--- config.mk ---
export PLATFORM = sky130hd
export DESIGN_NAME = bbdc_queue
export DESIGN_NICKNAME = d
export VERILOG_FILES = /design/src/bbdc_pkg.sv /design/src/bbdc_queue.sv
export SDC_FILE = /design/constraint.sdc
export NUM_CORES = 1
export LEC_CHECK = 0
export BUFFER_PORTS_ARGS = -buffer_cell sky130_fd_sc_hd__buf_2
export CORE_UTILIZATION = 30
export DETAILED_ROUTE_END_ITERATION = 8
export GPL_TIMING_DRIVEN = 0
export HOLD_SLACK_MARGIN = 0.06
export SLEW_MARGIN = 25
export SYNTH_ARGS = -nofsm -noshare
export SYNTH_HDL_FRONTEND = slang
export SYNTH_SLANG_ARGS = --single-unit
--- constraint.sdc ---
create_clock -name clk -period 2.34 [get_ports clk]
set_clock_uncertainty 0.2 [all_clocks]
set_input_delay 0.468 -clock clk [delete_from_list [all_inputs] [get_ports clk]]
set_output_delay 0.468 -clock clk [all_outputs]
set_load 0.02 [all_outputs]
--- src/bbdc_pkg.sv ---
// Shared types and constants for the block bitmap duplicate checker.
`timescale 1ns / 1ps

package bbdc_pkg;

	localparam int BLK_W             = 16;
	localparam int BYTE_IDX_W        = 13;
	localparam int BIT_SEL_W         = 3;
	localparam int CNT_W             = 20;
	localparam int DIST_W            = 17;
	localparam int VOL_W             = 17;
	localparam int CFG_INDEX_W       = 3;
	localparam int CFG_DATA_W        = 17;
	localparam int WATCH_REGS        = 6;
	localparam int BITMAP_BYTES_DEF  = 8192;
	localparam int WATCH_ENTRIES_DEF = 6;
	localparam int QUEUE_DEPTH       = 2;
	localparam int QUEUE_PTR_W       = $clog2(QUEUE_DEPTH);
	localparam int QUEUE_CNT_W       = $clog2(QUEUE_DEPTH + 1);
	localparam int S_TDATA_W         = 24;
	localparam int M_TDATA_W         = 64;

	localparam logic [CFG_INDEX_W-1:0] REG_INODE  = 3'd0;
	localparam logic [CFG_INDEX_W-1:0] REG_VOLUME = 3'd1;
	localparam logic [CFG_INDEX_W-1:0] REG_WATCH0 = 3'd2;

	localparam logic FUNC_CLEAR = 1'b0;
	localparam logic FUNC_CHECK = 1'b1;

	localparam logic [VOL_W-1:0] VOLUME_RESET = 17'd65536;

	typedef enum logic [1:0] {
		STATUS_OK    = 2'd0,
		STATUS_RANGE = 2'd1,
		STATUS_DUP   = 2'd2,
		STATUS_CLEAR = 2'd3
	} status_t;

	typedef struct packed {
		logic                  is_clear;
		logic                  in_range;
		logic                  use_ref;
		logic                  hit;
		logic [BYTE_IDX_W-1:0] byte_idx;
		logic [BIT_SEL_W-1:0]  bit_sel;
	} item_t;

	typedef struct packed {
		logic [DIST_W-1:0] distinct_count;
		logic [CNT_W-1:0]  dup_count;
		logic [CNT_W-1:0]  used_count;
		logic              watch_hit;
		status_t           status;
	} result_t;

endpackage

--- src/bbdc_queue.sv ---
// Two-entry queue between the classifying front end and the bitmap back end.
`timescale 1ns / 1ps

module bbdc_queue (
	input  logic            clk,
	input  logic            arst_n,
	input  logic            push,
	input  bbdc_pkg::item_t push_item,
	input  logic            pop,
	output bbdc_pkg::item_t head,
	output logic            full,
	output logic            empty
);
	import bbdc_pkg::*;

	item_t                  slot_q [QUEUE_DEPTH];
	logic [QUEUE_PTR_W-1:0] wr_ptr_q;
	logic [QUEUE_PTR_W-1:0] rd_ptr_q;
	logic [QUEUE_CNT_W-1:0] count_q;
	logic                   do_push;
	logic                   do_pop;

	assign full    = (count_q == QUEUE_CNT_W'(QUEUE_DEPTH));
	assign empty   = (count_q == '0);
	assign do_push = push && !full;
	assign do_pop  = pop && !empty;
	assign head    = slot_q[rd_ptr_q];

	always_ff @(posedge clk or negedge arst_n) begin
		if (!arst_n) begin
			wr_ptr_q <= '0;
			rd_ptr_q <= '0;
			count_q  <= '0;
		end else begin
			if (do_push) begin
				wr_ptr_q <= wr_ptr_q + 1'b1;
			end
			if (do_pop) begin
				rd_ptr_q <= rd_ptr_q + 1'b1;
			end
			if (do_push && !do_pop) begin
				count_q <= count_q + 1'b1;
			end else if (do_pop && !do_push) begin
				count_q <= count_q - 1'b1;
			end
		end
	end

	always_ff @(posedge clk) begin
		if (do_push) begin
			slot_q[wr_ptr_q] <= push_item;
		end
	end

endmodule

==> results.ini <==
[worst_setup_path]
cpPeakStageDelay_ps=380
worstSetupStartpointType=flip-flop
path_cells=buf_4 > mux2_1 > buf_2
crit_fanout=10
crit_slowest_cell=dfrtp_1
arrival_ps=1400
path_class=reg2out
r2r_slack_ps=370
required_ps=1670
cp-end-kind=output port

[yosys]
synth_seq_cells=44
synth_seq_area_share=0.794
synth_warnings=0
syn_area_per_cell_um2=20.2
synth.distinct_cells=14
synth_area_leaders=edfxtp_1 73%, mux2_1 13%, dfrtp_1 6.1%
yosysTopAreaCell=edfxtp_1
syn_area_mm2=0.00164
syn_nets=106
postSynthCellCount=81
synth_top_area_frac=0.733

[flow_run]
maxCapViolCount=0

[sta]
finalSetupViolCount=0
slew_viol_final=0
setup_ws_ps=272
hold_viol=0
worst_slew_pin_slew_ps=612
fin_crit_ps=2070
slew_headroom=0.592
rsz0062_at_grt=no
max_freq_mhz=484
min_period_over_period=0.884

[place]
hpwlAfterDp_um=1850
pre_cts_slack_ps=241
io_buffers=45
gp_congestion=0.576
placed_area_mm2=0.00196

[clock_network]
clock_path_buffers=2
htree_levels=2
cts_tree=done
cts_buffers=5
clk_pin_slew_ps=80
cts_resized=0
clkLatencyLatePin_ps=290
root_buffer=clkbuf_8
clock-sinks=44

[cells_and_area]
nets=161
register_area_mm2=0.00130
design_area_mm2=0.00210
fillers=462
multiInputGateArea_um2=317
areaGrowthSynthToFinish_pct=28.3
diodes=0
drive_gt1_frac=0.423

[power]
leakagePower_nw=0.817
comb_power_share=0.347
fin_total_pwr_mw=2.63
switching_share=0.332
internal-power_mw=1.76
switchingPower_mw=0.872
clkPwrFrac=0.215
share_seq_of_total_power=0.439
max-vdd-ir-drop_mv=0.352
power-per-cell-area_mw_per_mm2=1250

[routing]
via_per_inst=4.24
wl_per_cell_um=13.3
first_pass_iters=4
drcViolationCount=0
drt-total-wl_um=2750
vias=878
drt_iter0_drc=11
route.antenna.remaining_nets=0

[global_route]
antenna_found_initial=0
grt_pass1_vias=878
gr-total-overflow=0
gr-usage-all-layers=0.101
grt_pass1_wl_um=3970
grt_start_max_net_pins=21

[worst_hold_path]
hp-class=in2reg

[floorplanning]
io_pins=46
die_height_um=75.9
initial_core_util=0.317
die_w_um=75.9
core-area_mm2=0.00517
rows=26
design.die.area_mm2=0.00576

[outcome]
status=complete, no violations

[power by group through the flow]
stage	clock network [mW]	registers [mW]	logic, mW
CTS	0.587	1.16	0.915
floorplan	0	1.15	0.623
detailed placement	0	1.17	0.906
global route	0.617	1.18	0.986
finish	0.565	1.15	0.911
global placement	0	1.16	0.871
[layout make-up]
class	instances	area share
buffer	2	0.00715
clock buffer	5	0.0328
clock inverter	3	0.0203
inverter	2	0.00357
multi-input combinational	33	0.151
sequential	44	0.619
tap	70	0.0417
timing repair buffer	48	0.124
[worst paths after layout]
check                                      to  cells past startpoint          start
worst max-delay path                 head[10]                      3       rd_ptr_q
worst min-delay path            slot_q[0][13]                      1  push_item[13]
worst max register to register  slot_q[0][13]                      4     count_q[0]
worst min register to register     count_q[1]                      1     count_q[1]
max in group asynchronous            wr_ptr_q                      2         arst_n
min in group asynchronous          count_q[1]                      2         arst_n
[stage by stage]
stage / std cells / util / setup TNS [ps] / hold WS [ps]
floorplan: 81 / - / 0 / -27.6
global placement: 196 / 0.377 / -5570 / 73.4
detailed placement: 197 / 0.380 / 0 / 82.2
CTS: 206 / 0.403 / 0 / 151
global route: 207 / 0.406 / 0 / 147
finish: 207 / 0.406 / 0 / 164
[worst max-delay path: cells and delay by family, from the launching register on]
family | cells | cell delay (ps)
buffers and inverters | 2 | 390
flip-flops | 1 | 380
multiplexers | 1 | 350
[logic make-up (layout without fill, tap and decap cells)]
logic type | count (synthesis) | in the layout | share of synthesized area
muxes | 20 | 20 | 0.138
and+or+nand+nor | 6 | 6 | 0.0168
xor gates and xnor gates | 5 | 5 | 0.0267
DFF | 44 | 44 | 0.795
AOI/OAI and AO/OA | 1 | 1 | 0.00305
buffers and inverters | 4 | 60 | 0.0137
adders and majority gates | 1 | 1 | 0.00764
[synthesized netlist by cell type, drive strengths merged]
master and instances:
xnor2 3, nor2 3, dfrtp 4, edfxtp 40, buf 2, xor2 2, nand2 1, ha 1
and3 1, nand2b 1, o21ai 1, mux2 20, inv 2
[layout by cell type (no fill, tap or decap), drive strengths merged]
master / instances
edfxtp: 40
buf: 49
dfrtp: 4
nand2b: 1
dlygate4sd3: 1
and3: 1
inv: 2
nand2: 1
bufinv: 1
clkinv: 2
clkbuf: 5
mux2: 20
nor2: 3
xnor2: 3
o21ai: 1
xor2: 2
ha: 1
[sequential cells by signal, summed over array words and instances (netlist names)]
signal,count
count_q,2
slot_q,40
wr_ptr_q,1
rd_ptr_q,1
[metal layers]
metal,global-route usage,vias up,wire length (µm)
met1,0.0918,426,1080
met3,0.0344,5,181
met5,0,-,0
li1,-,413,-
met2,0.194,34,1450
met4,0.0556,0,40
[timing repair]
item,4_1_cts,5_1_grt
hold buffers,1,0
buffers inserted,0,0
endpoints found under the hold margin,4,0
(Power assumes the default switching activity.)
