--- config.mk ---
export PLATFORM = sky130hd
export DESIGN_NAME = bbdc_front
export DESIGN_NICKNAME = d
export VERILOG_FILES = /design/src/bbdc_pkg.sv /design/src/bbdc_front.sv
export SDC_FILE = /design/constraint.sdc
export NUM_CORES = 1
export LEC_CHECK = 0
export BUFFER_PORTS_ARGS = -buffer_cell sky130_fd_sc_hd__buf_4
export CORE_ASPECT_RATIO = 0.6
export CORE_MARGIN = 2
export CORE_UTILIZATION = 60
export DETAILED_ROUTE_END_ITERATION = 8
export HOLD_SLACK_MARGIN = 0.06
export PLACE_DENSITY = 0.84
export SLEW_MARGIN = 30
export SYNTH_ARGS = -nofsm -noshare
export SYNTH_HDL_FRONTEND = slang
export SYNTH_SLANG_ARGS = --single-unit
--- constraint.sdc ---
create_clock -name clk -period 6.9 [get_ports clk]
set_input_delay 1.38 -clock clk [delete_from_list [all_inputs] [get_ports clk]]
set_output_delay 1.38 -clock clk [all_outputs]
set_load 0.01 [all_outputs]
--- src/bbdc_pkg.sv ---
// Shared types and constants for the block bitmap duplicate checker.
`timescale 1ns / 1ps

package bbdc_pkg;

	localparam int BLK_W             = 16;
	localparam int BYTE_IDX_W        = 13;
	localparam int BIT_SEL_W         = 3;
	localparam int CNT_W             = 20;
	localparam int DIST_W            = 17;
	localparam int VOL_W             = 17;
	localparam int CFG_INDEX_W       = 3;
	localparam int CFG_DATA_W        = 17;
	localparam int WATCH_REGS        = 6;
	localparam int BITMAP_BYTES_DEF  = 8192;
	localparam int WATCH_ENTRIES_DEF = 6;
	localparam int QUEUE_DEPTH       = 2;
	localparam int QUEUE_PTR_W       = $clog2(QUEUE_DEPTH);
	localparam int QUEUE_CNT_W       = $clog2(QUEUE_DEPTH + 1);
	localparam int S_TDATA_W         = 24;
	localparam int M_TDATA_W         = 64;

	localparam logic [CFG_INDEX_W-1:0] REG_INODE  = 3'd0;
	localparam logic [CFG_INDEX_W-1:0] REG_VOLUME = 3'd1;
	localparam logic [CFG_INDEX_W-1:0] REG_WATCH0 = 3'd2;

	localparam logic FUNC_CLEAR = 1'b0;
	localparam logic FUNC_CHECK = 1'b1;

	localparam logic [VOL_W-1:0] VOLUME_RESET = 17'd65536;

	typedef enum logic [1:0] {
		STATUS_OK    = 2'd0,
		STATUS_RANGE = 2'd1,
		STATUS_DUP   = 2'd2,
		STATUS_CLEAR = 2'd3
	} status_t;

	typedef struct packed {
		logic                  is_clear;
		logic                  in_range;
		logic                  use_ref;
		logic                  hit;
		logic [BYTE_IDX_W-1:0] byte_idx;
		logic [BIT_SEL_W-1:0]  bit_sel;
	} item_t;

	typedef struct packed {
		logic [DIST_W-1:0] distinct_count;
		logic [CNT_W-1:0]  dup_count;
		logic [CNT_W-1:0]  used_count;
		logic              watch_hit;
		status_t           status;
	} result_t;

endpackage

--- src/bbdc_front.sv ---
// Front end: configuration registers and classification of incoming block references.
`timescale 1ns / 1ps

module bbdc_front #(
	parameter int BITMAP_BYTES  = bbdc_pkg::BITMAP_BYTES_DEF,
	parameter int WATCH_ENTRIES = bbdc_pkg::WATCH_ENTRIES_DEF
) (
	input  logic                                 clk,
	input  logic                                 arst_n,
	input  logic                                 cfg_we,
	input  logic [bbdc_pkg::CFG_INDEX_W-1:0]     cfg_index,
	input  logic [bbdc_pkg::CFG_DATA_W-1:0]      cfg_data,
	input  logic                                 func,
	input  logic [bbdc_pkg::BLK_W-1:0]           block_number,
	input  logic                                 counts_as_use,
	output bbdc_pkg::item_t                      item
);
	import bbdc_pkg::*;

	logic [BLK_W-1:0] inode_q;
	logic [VOL_W-1:0] volume_q;
	logic [BLK_W-1:0] watch_q [WATCH_ENTRIES];

	logic [VOL_W-1:0]      blk_ext;
	logic [VOL_W-1:0]      low_limit;
	logic [BYTE_IDX_W-1:0] byte_idx;
	logic                  in_range;
	logic                  hit;

	always_ff @(posedge clk or negedge arst_n) begin
		if (!arst_n) begin
			inode_q  <= '0;
			volume_q <= VOLUME_RESET;
			for (int i = 0; i < WATCH_ENTRIES; i++) begin
				watch_q[i] <= '0;
			end
		end else if (cfg_we) begin
			if (cfg_index == REG_INODE) begin
				inode_q <= cfg_data[BLK_W-1:0];
			end
			if (cfg_index == REG_VOLUME) begin
				volume_q <= cfg_data[VOL_W-1:0];
			end
			for (int i = 0; i < WATCH_ENTRIES; i++) begin
				if (cfg_index == CFG_INDEX_W'(int'(REG_WATCH0) + i)) begin
					watch_q[i] <= cfg_data[BLK_W-1:0];
				end
			end
		end
	end

	always_comb begin
		blk_ext   = VOL_W'(block_number);
		low_limit = VOL_W'(inode_q) + VOL_W'(2);
		byte_idx  = block_number[BLK_W-1:BIT_SEL_W];
		in_range  = (blk_ext >= low_limit) && (blk_ext < volume_q) &&
			(32'(byte_idx) < 32'(BITMAP_BYTES));
		hit = 1'b0;
		for (int i = 0; i < WATCH_ENTRIES; i++) begin
			if ((watch_q[i] != '0) && (watch_q[i] == block_number)) begin
				hit = 1'b1;
			end
		end
		item.is_clear = (func == FUNC_CLEAR);
		item.in_range = in_range;
		item.use_ref  = counts_as_use;
		item.hit      = hit && in_range;
		item.byte_idx = byte_idx;
		item.bit_sel  = block_number[BIT_SEL_W-1:0];
	end

endmodule

==> flow_summary.json, run 1 <==
{
  "drive_gt1_share_pct": 30.8,
  "whs_ns": 0.509,
  "synth_top_area_share_pct": 44.2,
  "grt_first_pass_wirelength_um": 30100,
  "grt_usage_pct": 31.2,
  "power_mw": 2.63,
  "setup_viol": 0,
  "slew_viol_final": 0,
  "net-switching-power_mw": 0.810,
  "crit_fanout": 4,
  "required_ns": 5.52,
  "worstSetupStartpointType": "register",
  "setup_ws_ns": 1.81,
  "drt-total-wl_um": 19400,
  "p_int_mw": 1.82,
  "cts_setup_buffers": 0,
  "portBuffers": 58,
  "clkPwrFrac_pct": 34.2,
  "cts_max_level": 4,
  "worst_setup_path_end_kind": "output pin",
  "comb_power_share_pct": 23.8,
  "async_reset_ff_share_pct": 100,
  "place_area_um2": 7640,
  "final_antenna_net_count": 0,
  "grt_max_degree": 72,
  "fill_cells": 835,
  "avgRoutedWirePerCell_um": 23.3,
  "max_slew_margin_pct": 33.6,
  "pwr-share-seq_pct": 42.0,
  "post-dp-hpwl_um": 14300,
  "ios": 61,
  "period_minus_slack_ns": 5.09,
  "place_ws_ns": 2.24,
  "dp_cells": 797,
  "cts.sinks": 129,
  "rsz0062_at_grt": "no",
  "outcome": "complete, no violations",
  "finalHoldViolCount": 0,
  "ys_warn_count": 0,
  "ir_drop_mv": 0.197,
  "power_density_nw_per_um2": 318,
  "endpoint": "item[16]",
  "dieArea_um2": 13000,
  "synth_area_um2": 7250,
  "syn_nets": 691,
  "yosys-top-cells-area": "dfrtp_1 44%, mux2_2 16%, xnor2_1 12%",
  "syn_avg_cell_area_um2": 11.7,
  "clk_path_buf_depth": 2,
  "vias": 5164,
  "cts_made_buffers": 17,
  "hold_depth": 1,
  "fin_cells": 832,
  "r2r_setup_slack_ns": 6.04,
  "drc": 0,
  "synthTopCellsByCount": "128 x dfrtp_1, 103 x mux2_2, 102 x xnor2_1",
  "drv_cap": 0,
  "viasPerCell": 6.21,
  "cp-startpoint": "inode_q[1]$_DFFE_PN0P_",
  "fin_nets": 727,
  "cts-root-buf": "clkbuf_16",
  "switching_share_pct": 30.8,
  "drt_iter0_markers": 498,
  "yosysTopAreaCell": "dfrtp_1",
  "worst_pin_slew_ns": 0.991,
  "synth.most_common_cell": "dfrtp_1",
  "min_period_over_period_pct": 73.8,
  "antenna_found_initial": 0,
  "path_class": "register to output pin",
  "grt_overflow": 0,
  "rows": 31,
  "fmax_ghz": 0.196,
  "finalClockSkew_ns": 0,
  "die_w_um": 146,
  "start_util_pct": 60.9,
  "syn_inst": 618,
  "postLayoutCellArea_um2": 8270,
  "hold_path_class": "register to register",
  "ys_ff_latch": 129,
  "syn_to_final_growth_pct": 14.1,
  "path_clk_slew_ns": 0.06,
  "insertion_delay_ns": 0.41,
  "synth.distinct_cells": 40,
  "ff2ff_path_depth": 1,
  "synthFlopType": "dfrtp_1",
  "cts_hold_buf": 0,
  "synth_edf_count": 0,
  "cp.arrival_ns": 3.71,
  "worstReg2RegStart": "watch_q[14]$_DFFE_PN0P_",
  "place.gp.congestion": 0.998,
  "drt_pass1_iterations": 5,
  "ys_seq_area_share_pct": 44.6,
  "rr_endpoint": "watch_q[14]$_DFFE_PN0P_",
  "setup_tns_ns": 0,
  "coreArea_um2": 11900,
  "die_y_um": 89.1,
  "grt_pass1_vias": 5113,
  "tritoncts": "built",
  "power_leakage_nw": 3.43,
  "final_util_pct": 69.5,
  "cts_resized": 0
}
[final cells by class]
cell class                 count  area (um^2)  share of cell area (%)
multi-input combinational    423         3670                    44.4
sequential                   129         3230                    39.0
timing repair buffer          65          505                    6.11
clock buffer                  21          450                    5.45
tap                          165          206                    2.50
clock inverter                10          136                    1.65
inverter                      18         67.6                   0.817
antenna                        1         2.50                  0.0303
[layer usage]
layer	vias up	wire (um)	GRT usage, %
li1	2272	-	-
met1	2629	9240	47.4
met2	234	8200	45.0
met3	29	1660	7.24
met4	0	287	8.73
met5	-	0	0
[kinds of logic (layout without fill, tap and decap cells)]
group | Yosys count | after routing | synth area share (%)
and+or+nand+nor | 123 | 123 | 10.3
other | 0 | 1 | 0
buffers and inverters | 66 | 114 | 4.85
DFF | 129 | 129 | 44.6
adders and majority gates | 32 | 32 | 5.52
muxes | 114 | 114 | 17.7
xor gates and xnor gates | 109 | 109 | 13.2
AOI/OAI and AO/OA | 45 | 45 | 3.90
[worst min-delay path by stage]
stage	start	to	slack (ns)
2_1_floorplan	volume_q[0]$_DFFE_PN0P_	volume_q[0]$_DFFE_PN0P_	0.47
3_3_place_gp	volume_q[0]$_DFFE_PN0P_	volume_q[0]$_DFFE_PN0P_	0.48
3_5_place_dp	volume_q[0]$_DFFE_PN0P_	volume_q[0]$_DFFE_PN0P_	0.50
4_1_cts	volume_q[0]$_DFFE_PN0P_	volume_q[0]$_DFFE_PN0P_	0.51
5_1_grt	volume_q[0]$_DFFE_PN0P_	volume_q[0]$_DFFE_PN0P_	0.52
6_report	volume_q[0]$_DFFE_PN0P_	volume_q[0]$_DFFE_PN0P_	0.51
[sequential cells by signal (all words and copies together) (netlist names)]
register,flops
watch_q,96
volume_q,17
inode_q,16
[critical path, cell delays in order (launching register included)]
cell	delay (ns)
dfrtp_1	0.39
ha_1	0.24
and3_1	0.23
and2_1	0.33
nand4_1	0.18
xor2_1	0.18
ha_1	0.30
nand4_1	0.16
or4_1	0.54
o221a_1	0.23
a311oi_2	0.20
and3_1	0.19
buf_4	0.12
[cells in the final DEF (no fill, tap or decap), types with 11 or more instances in the layout]
cell type  count
buf_4         61
clkbuf_16     17
dfrtp_1      128
ha_1          32
inv_1         18
mux2_1        11
mux2_2       103
nand2_1       22
nand4_1       34
nor4_1        30
o21ai_0       18
xnor2_1      102
[power groups by stage]
stage | Combinational [mW] | Clock [mW] | Sequential, mW
2_1_floorplan | 0.445 | 0 | 1.05
6_report | 0.626 | 0.899 | 1.11
3_3_place_gp | 0.577 | 0 | 1.09
3_5_place_dp | 0.608 | 0 | 1.11
5_1_grt | 0.676 | 0.944 | 1.12
4_1_cts | 0.615 | 0.905 | 1.10
Power figures use the tool's default switching activity.
==> run 2, diff against run 1 <==
CORE_UTILIZATION = 55   (was 60)
PLACE_DENSITY = 0.81   (was 0.84)
clock period = 4.6 ns   (was 6.9 ns; I/O delays follow)
==> run 2 against run 1 <==
  * Global-route usage down 2.3 points
  * Critical path depth did not move
  * Routed wire length grew 0.78%
  * Cell count increased by 0.84%
  * First-iteration DRC count rose by 1.4%
  * Sequential share of layout area decreased by 0.21 points
  * Setup slack lost 1.7 ns
  * Sequential cell count unchanged
  * Clock power is 55% higher
  * Worst hold slack got worse by 0.011 ns
  * Clock skew is the same
  * Critical endpoint unchanged
  * Largest cell class unchanged
==> flow_summary.json, run 2 (synthesized netlist as in run 1, its figures left out) <==
{
  "rsz0062_at_grt": "no",
  "syn_to_final_growth_pct": 14.7,
  "fin_cells": 839,
  "place.gp.congestion": 1.13,
  "insertion_delay_ns": 0.41,
  "grt_first_pass_wirelength_um": 30500,
  "coreArea_um2": 12900,
  "tritoncts": "built",
  "setup_tns_ns": 0,
  "drt-total-wl_um": 19500,
  "cp-startpoint": "inode_q[1]$_DFFE_PN0P_",
  "endpoint": "item[16]",
  "finalClockSkew_ns": 0,
  "worst_pin_slew_ns": 0.892,
  "worst_path_largest_cell_delay_ns": 0.52,
  "path_clk_slew_ns": 0.06,
  "diodes": 0,
  "setup_viol": 0,
  "post-dp-hpwl_um": 14000,
  "cts_hold_buf": 0,
  "worstReg2RegStart": "watch_q[40]$_DFFE_PN0P_",
  "power_mw": 3.97,
  "critPathSlowestCell": "or4_1",
  "cts_setup_buffers": 0,
  "cts-root-buf": "clkbuf_16",
  "portBuffers": 58,
  "fmax_ghz": 0.225,
  "min_period_over_period_pct": 96.8,
  "grt_usage_pct": 29.0,
  "multi_input_area_um2": 3680,
  "clk_path_buf_depth": 2,
  "outcome": "complete, no violations",
  "layout_commonest_cell": "dfrtp_1",
  "grt_max_degree": 75,
  "required_ns": 3.68,
  "slew_viol_final": 0,
  "final_antenna_net_count": 0,
  "fill_cells": 953,
  "start_util_pct": 56.4,
  "max_slew_margin_pct": 40.4,
  "top_regs": "watch_q (96), volume_q (17), inode_q (16)",
  "drc": 0,
  "path_class": "register to output pin",
  "drv_cap": 0,
  "antenna_found_initial": 0,
  "worstSetupStartpointType": "register",
  "seqCellArea_um2": 3230,
  "ir_drop_mv": 0.288,
  "cts_made_buffers": 17,
  "avgRoutedWirePerCell_um": 23.3,
  "rr_endpoint": "watch_q[40]$_DFFE_PN0P_",
  "hold_path_class": "primary input to asynchronous set/reset pin",
  "grt_pass1_vias": 5196,
  "drt_pass1_iterations": 7,
  "viasPerCell": 6.22,
  "largest_register": "watch_q",
  "finalHoldViolCount": 0,
  "die_w_um": 152,
  "r2r_setup_slack_ns": 3.74,
  "worst_setup_path_end_kind": "output pin",
  "drt_iter0_markers": 505,
  "power_density_nw_per_um2": 478,
  "ff2ff_path_depth": 1,
  "power_leakage_nw": 3.46,
  "crit_fanout": 4,
  "largest_register_ffs": 96,
  "grt_overflow": 0,
  "cp_cell_sequence": "ha_1, and3_1, and2_2, nand4_1, xor2_1, ha_1, nand4_1, or4_1, o221a_1, a311oi_2, and3_1, buf_4",
  "cts_max_level": 4,
  "period_minus_slack_ns": 4.45,
  "die_y_um": 92.9,
  "fin_nets": 729,
  "dieArea_um2": 14100,
  "ios": 61,
  "cp.arrival_ns": 3.53,
  "drive_gt1_share_pct": 31.2,
  "layout_common_cells": "128 x dfrtp_1, 103 x mux2_2, 102 x xnor2_1, 64 x buf_4, 34 x nand4_1",
  "rows": 32,
  "cts.sinks": 129,
  "vias": 5216,
  "dp_cells": 802
}
## run 2: final cells by class
class                      count  area share [%]
multi-input combinational    423            44.3
sequential                   129            38.8
timing repair buffer          67            6.21
clock buffer                  23            5.75
tap                          170            2.56
clock inverter                 9            1.56
inverter                      18           0.813
## run 2: how the worst min path moves through the flow
stage	cells past startpoint	from	slack, ns	end
CTS	1	volume_q[0]$_DFFE_PN0P_	0.51	volume_q[0]$_DFFE_PN0P_
global placement	1	volume_q[0]$_DFFE_PN0P_	0.48	volume_q[0]$_DFFE_PN0P_
detailed placement	1	volume_q[0]$_DFFE_PN0P_	0.50	volume_q[0]$_DFFE_PN0P_
floorplan	1	volume_q[0]$_DFFE_PN0P_	0.47	volume_q[0]$_DFFE_PN0P_
finish	1	arst_n	0.50	volume_q[4]$_DFFE_PN0P_
global route	1	volume_q[0]$_DFFE_PN0P_	0.53	volume_q[0]$_DFFE_PN0P_
## run 2: power by group
part           leakage (nW)  switching [mW]  internal, mW
logic                  1.61           0.449         0.484
registers              1.55           0.266          1.39
clock network         0.297           0.494         0.894
## run 2: metal layers
metal / vias to the layer above / share of wire [%] / track usage (%)
met2: 292 / 42 / 41.1
li1: 2269 / - / -
met5: - / 0 / 0
met3: 23 / 11 / 8.38
met4: 0 / 1.0 / 8.64
met1: 2632 / 46 / 42.9
## run 2: stage by stage
stage               hold slack, ns  instance area (um^2)  util, %  worst slack (ns)
floorplan                    0.473                  7250        -             0.993
global placement             0.484                  7650     59.5             0.743
detailed placement           0.500                  7650     59.6             0.666
CTS                          0.512                  8260     64.3             0.136
global route                 0.527                  8320     64.7            0.0250
finish                       0.498                  8320     64.7             0.148
## run 2: worst max-delay path: cells and delay by family (launching register included)
family / cells / cell delay (ns)
XOR/XNOR: 1 / 0.18
flip-flops: 1 / 0.40
AND/OR/NAND/NOR: 6 / 1.46
AO/OA/AOI/OAI: 2 / 0.44
adder cells (fa/ha/maj): 2 / 0.52
buffers and inverters: 1 / 0.12
## run 2: timing repair
action	CTS	global route
endpoints found under the hold margin	0	0
resized for setup	0	1
endpoints found under the setup margin	0	1
